<file path="src/hw/rtl/amfc_pkg.sv">
// Package: shared constants, types and helpers for the message channel block.
package amfc_pkg;

  localparam int unsigned DefChannels  = 8;
  localparam int unsigned DefRingDepth = 16;
  localparam int unsigned DefMsgBytes  = 8;
  localparam int unsigned DefNameChars = 8;
  localparam int unsigned DefPrincipals = 16;
  localparam int unsigned DefCores     = 4;

  localparam logic [4:0] PeerAny   = 5'd31;
  localparam logic [1:0] RightSend = 2'd1;
  localparam logic [1:0] RightRecv = 2'd2;
  localparam logic [1:0] RightsAll = 2'd3;
  localparam logic [7:0] CharLow   = 8'h20;
  localparam logic [7:0] CharHigh  = 8'h7E;

  typedef enum logic [1:0] {
    CmdCreate = 2'd0,
    CmdOpen   = 2'd1,
    CmdSend   = 2'd2,
    CmdRecv   = 2'd3
  } cmd_e;

  typedef enum logic [3:0] {
    StOk      = 4'd0,
    StInval   = 4'd1,
    StNoent   = 4'd2,
    StExists  = 4'd3,
    StNospc   = 4'd4,
    StUnsup   = 4'd5,
    StAccess  = 4'd6,
    StToolong = 4'd7,
    StFull    = 4'd8,
    StEmpty   = 4'd9
  } status_e;

  typedef struct packed {
    logic [1:0]  command;
    logic [1:0]  core;
    logic [3:0]  principal;
    logic [63:0] channel_name;
    logic [4:0]  peer_id;
    logic [3:0]  rights;
    logic [1:0]  peer_rights;
    logic [7:0]  queue_depth;
    logic [7:0]  message_limit;
    logic [3:0]  channel;
    logic [7:0]  length;
    logic [63:0] payload;
  } req_t;

  typedef struct packed {
    logic [3:0]  status;
    logic [2:0]  channel_number;
    logic [3:0]  message_length;
    logic [63:0] message_data;
  } rsp_t;

  // controller -> datapath
  typedef struct packed {
    logic load;
    logic exec;
  } ctl_cmd_t;

  function automatic logic [63:0] byte_mask(input logic [3:0] n);
    logic [63:0] m;
    m = '0;
    for (int i = 0; i < 8; i++) begin
      if (4'(i) < n) m[i*8 +: 8] = 8'hFF;
    end
    return m;
  endfunction

endpackage

</file>
<file path="src/hw/rtl/amfc_ctrl.sv">
// Controller: sequences one request through load, ring read, execute and response.
module amfc_ctrl import amfc_pkg::*; (
  input  logic     clk_i,
  input  logic     rst_ni,
  input  logic     in_valid_i,
  output logic     in_ready_o,
  output logic     out_valid_o,
  input  logic     out_ready_i,
  output ctl_cmd_t cmd_o
);
  typedef enum logic [1:0] {SIdle, SRead, SExec, SResp} state_e;
  state_e state_q, state_d;

  assign in_ready_o  = (state_q == SIdle);
  assign out_valid_o = (state_q == SResp);
  assign cmd_o.load  = (state_q == SIdle) && in_valid_i;
  assign cmd_o.exec  = (state_q == SExec);

  always_comb begin
    state_d = state_q;
    case (state_q)
      SIdle:   if (in_valid_i) state_d = SRead;
      SRead:   state_d = SExec;
      SExec:   state_d = SResp;
      SResp:   if (out_ready_i) state_d = SIdle;
      default: state_d = SIdle;
    endcase
  end

  always_ff @(posedge clk_i or negedge rst_ni) begin
    if (!rst_ni) begin
      state_q <= SIdle;
    end else begin
      state_q <= state_d;
    end
  end
endmodule

</file>
<file path="config.mk">
export PLATFORM = sky130hd
export DESIGN_NAME = amfc_ctrl
export DESIGN_NICKNAME = d
export VERILOG_FILES = /design/src/hw/rtl/amfc_pkg.sv /design/src/hw/rtl/amfc_ctrl.sv
export SDC_FILE = /design/constraint.sdc
export NUM_CORES = 1
export LEC_CHECK = 0
export BUFFER_PORTS_ARGS = -buffer_cell sky130_fd_sc_hd__buf_2
export CORE_AREA = 2 2 39 41
export DETAILED_ROUTE_END_ITERATION = 10
export DIE_AREA = 0 0 41 43
export GPL_ROUTABILITY_DRIVEN = 0
export SETUP_SLACK_MARGIN = 0.02
export SLEW_MARGIN = 5
export SYNTH_ARGS = -nofsm -noshare
export SYNTH_HDL_FRONTEND = slang
export SYNTH_SLANG_ARGS = --single-unit
</file>
<file path="constraint.sdc">
create_clock -name clk_i -period 1.6 [get_ports clk_i]
set_input_delay 0 -clock clk_i [delete_from_list [all_inputs] [get_ports clk_i]]
set_output_delay 0 -clock clk_i [all_outputs]
set_load 0.1 [all_outputs]
</file>
==> flow_metrics.py <==
metrics = {
    "setup_path": {
        "crit_path_start_kind": "flop",
        "crit-reg2reg-launch": "state_q[1]$_DFFE_PN0P_",
        "critical_path_required_ns": 1.60,
        "r2r-end": "state_q[1]$_DFFE_PN0P_",
        "critical-path-top-delay-family": "buffers and inverters",
        "reg2reg_depth": 4,
        "cp.depth": 4,
        "max_stage_delay_ns": 0.41,
        "path_max_fanout": 4,
        "path_buf_inv": 2,
        "cp-end-kind": "output port",
        "path_cells": "inv_1, ha_4, and2_2, buf_2",
        "worstPathArrival_ns": 1.49,
        "r2r_slack_ns": 0.30,
        "crit_type": "flop to output port",
        "worstSetupStartpoint": "state_q[0]$_DFFE_PN0P_",
        "critPathSlowestCell": "dfrtp_1",
    },
    "clocking": {
        "clock_path_buffers": 2,
        "post_cts_resized": 0,
        "postCtsSetupBuffers": 0,
        "tritoncts": "done",
        "clock_latency_ns": 0.22,
        "ctsHoldBuffers": 1,
        "cts_sinks": 2,
        "clkTransAtPathRegs_ns": 0.03,
        "ctsRootBufferMaster": "clkbuf_4",
        "cts.htree.levels": 1,
        "cts_buffers": 3,
    },
    "sta": {
        "fin_setup_tns_ns": 0,
        "period_share_pct": 93.0,
        "fmax_mhz": 672,
        "rsz0062_at_grt": "false",
        "hold_violations": 0,
        "setup_viol": 0,
        "fin_crit_ns": 1.49,
        "clock_skew_ns": 0.00165,
        "finalMaxSlewViolations": 0,
        "worstMarginPinSlew_ns": 0.486,
        "relSlewSlack_pct": 67.8,
    },
    "die": {
        "core_um2": 1380,
        "die_width_um": 41,
        "dieHeight_um": 43,
        "pin_count": 8,
        "die_area_um2": 1760,
        "start_util_pct": 11.1,
        "row_count": 14,
    },
    "logic_synthesis": {
        "syn_area_per_cell_um2": 11.8,
        "synth_seq_cells": 2,
        "syn_inst": 13,
        "netlist_area_um2": 154,
        "syn-num-nets": 20,
        "yosys_warnings": 0,
        "ys_types": 8,
        "yosysSeqAreaShare_pct": 32.5,
    },
    "grt": {
        "grt_pass1_vias": 159,
        "grt_start_max_net_pins": 5,
        "grt_usage_pct": 5.72,
        "grt_pass1_wl_um": 565,
        "antenna_found_initial": 0,
        "grt_overflow": 0,
    },
    "drt": {
        "drt_iter0_drc": 0,
        "post_drt_wl_per_cell_um": 9.35,
        "drt-pass1-iter-count": 1,
        "antenna_left": 0,
        "routed_wl_um": 374,
        "routed_via_density": 3.20,
        "drc_errors": 0,
        "vias": 128,
    },
    "worst_hold_path": {
        "hold_path_class": "input pin to asynchronous set/reset pin",
    },
    "place": {
        "dpl.hpwl_um": 283,
        "io_buffers": 7,
    },
    "cells_and_area": {
        "syn2layout_area_growth_pct": 75.6,
        "fin_nets": 33,
        "diodes": 0,
        "largest_register": "state_q",
        "largest_reg_flops": 2,
        "top_regs": "state_q x2",
        "drive_gt1_share_pct": 75.0,
    },
    "run_status": {
        "status": "complete, no violations",
    },
    "run": {
        "max_cap_violations": 0,
    },
}
[kinds of logic (layout without fill, tap and decap cells)]
family          after synthesis  count (layout)  synth area share, %
simple gates                  2               2                 13.0
mux                           1               1                 9.75
compound gates                2               2                 13.0
fa+ha+maj                     3               3                 24.4
flops                         2               2                 32.5
buf+inv                       3              14                 7.32
[metal layers]
| layer | vias to the layer above | routed length (um) | track usage, % |
|---|---|---|---|
| li1 | 64 | - | - |
| met1 | 56 | 183 | 6.09 |
| met2 | 8 | 146 | 6.25 |
| met3 | 0 | 44 | 3.14 |
| met4 | 0 | 0 | 8.00 |
| met5 | - | 0 | 0 |
[Yosys cell counts]
library cell / count / area share (%)
nor2b_4: 1 / 8.9
a21oi_2: 1 / 5.7
and2_1: 1 / 4.1
dfrtp_1: 2 / 33
ha_1: 3 / 24
o32a_2: 1 / 7.3
mux2_4: 1 / 9.8
inv_1: 3 / 7.3
[worst max-delay path by stage]
| stage | slack (ns) | to |
|---|---|---|
| 3_3_place_gp | 0.31 | state_q[1]$_DFFE_PN0P_ |
| 6_report | 0.11 | cmd_o[1] |
| 2_1_floorplan | 0.18 | cmd_o[1] |
| 4_1_cts | 0.09 | cmd_o[1] |
| 5_1_grt | 0.02 | cmd_o[1] |
| 3_5_place_dp | 0.30 | state_q[1]$_DFFE_PN0P_ |
[placed cells by master (no fill, tap or decap), drive strengths merged]
cell,count
buf,7
inv,3
clkbuf,3
ha,3
dfrtp,2
and2,1
nor2b,1
a21oi,1
o32a,1
mux2,1
dlygate4sd3,1
[stage by stage]
stage | instances | utilization, % | hold WS (ns) | setup WS [ns] | instance area [um^2]
3_5_place_dp | 36 | 17.2 | -0.212 | 0.303 | 238
6_report | 40 | 19.5 | 0.0918 | 0.113 | 270
5_1_grt | 40 | 19.5 | 0.112 | 0.0209 | 270
4_1_cts | 40 | 19.5 | 0.0794 | 0.0946 | 270
3_3_place_gp | 36 | 17.2 | -0.212 | 0.312 | 238
2_1_floorplan | 13 | - | -0.296 | 0.176 | 183
[layout make-up]
cell class / instances / area [um^2]
fill: 151 / 1110
inverter: 3 / 11.3
sequential: 2 / 50.0
timing repair buffer: 8 / 45.0
multi-input combinational: 8 / 121
tap: 16 / 20.0
clock buffer: 3 / 22.5
Power is not shown: default switching activity piles up to over one toggle a cycle in this logic, so the estimate is an artifact.
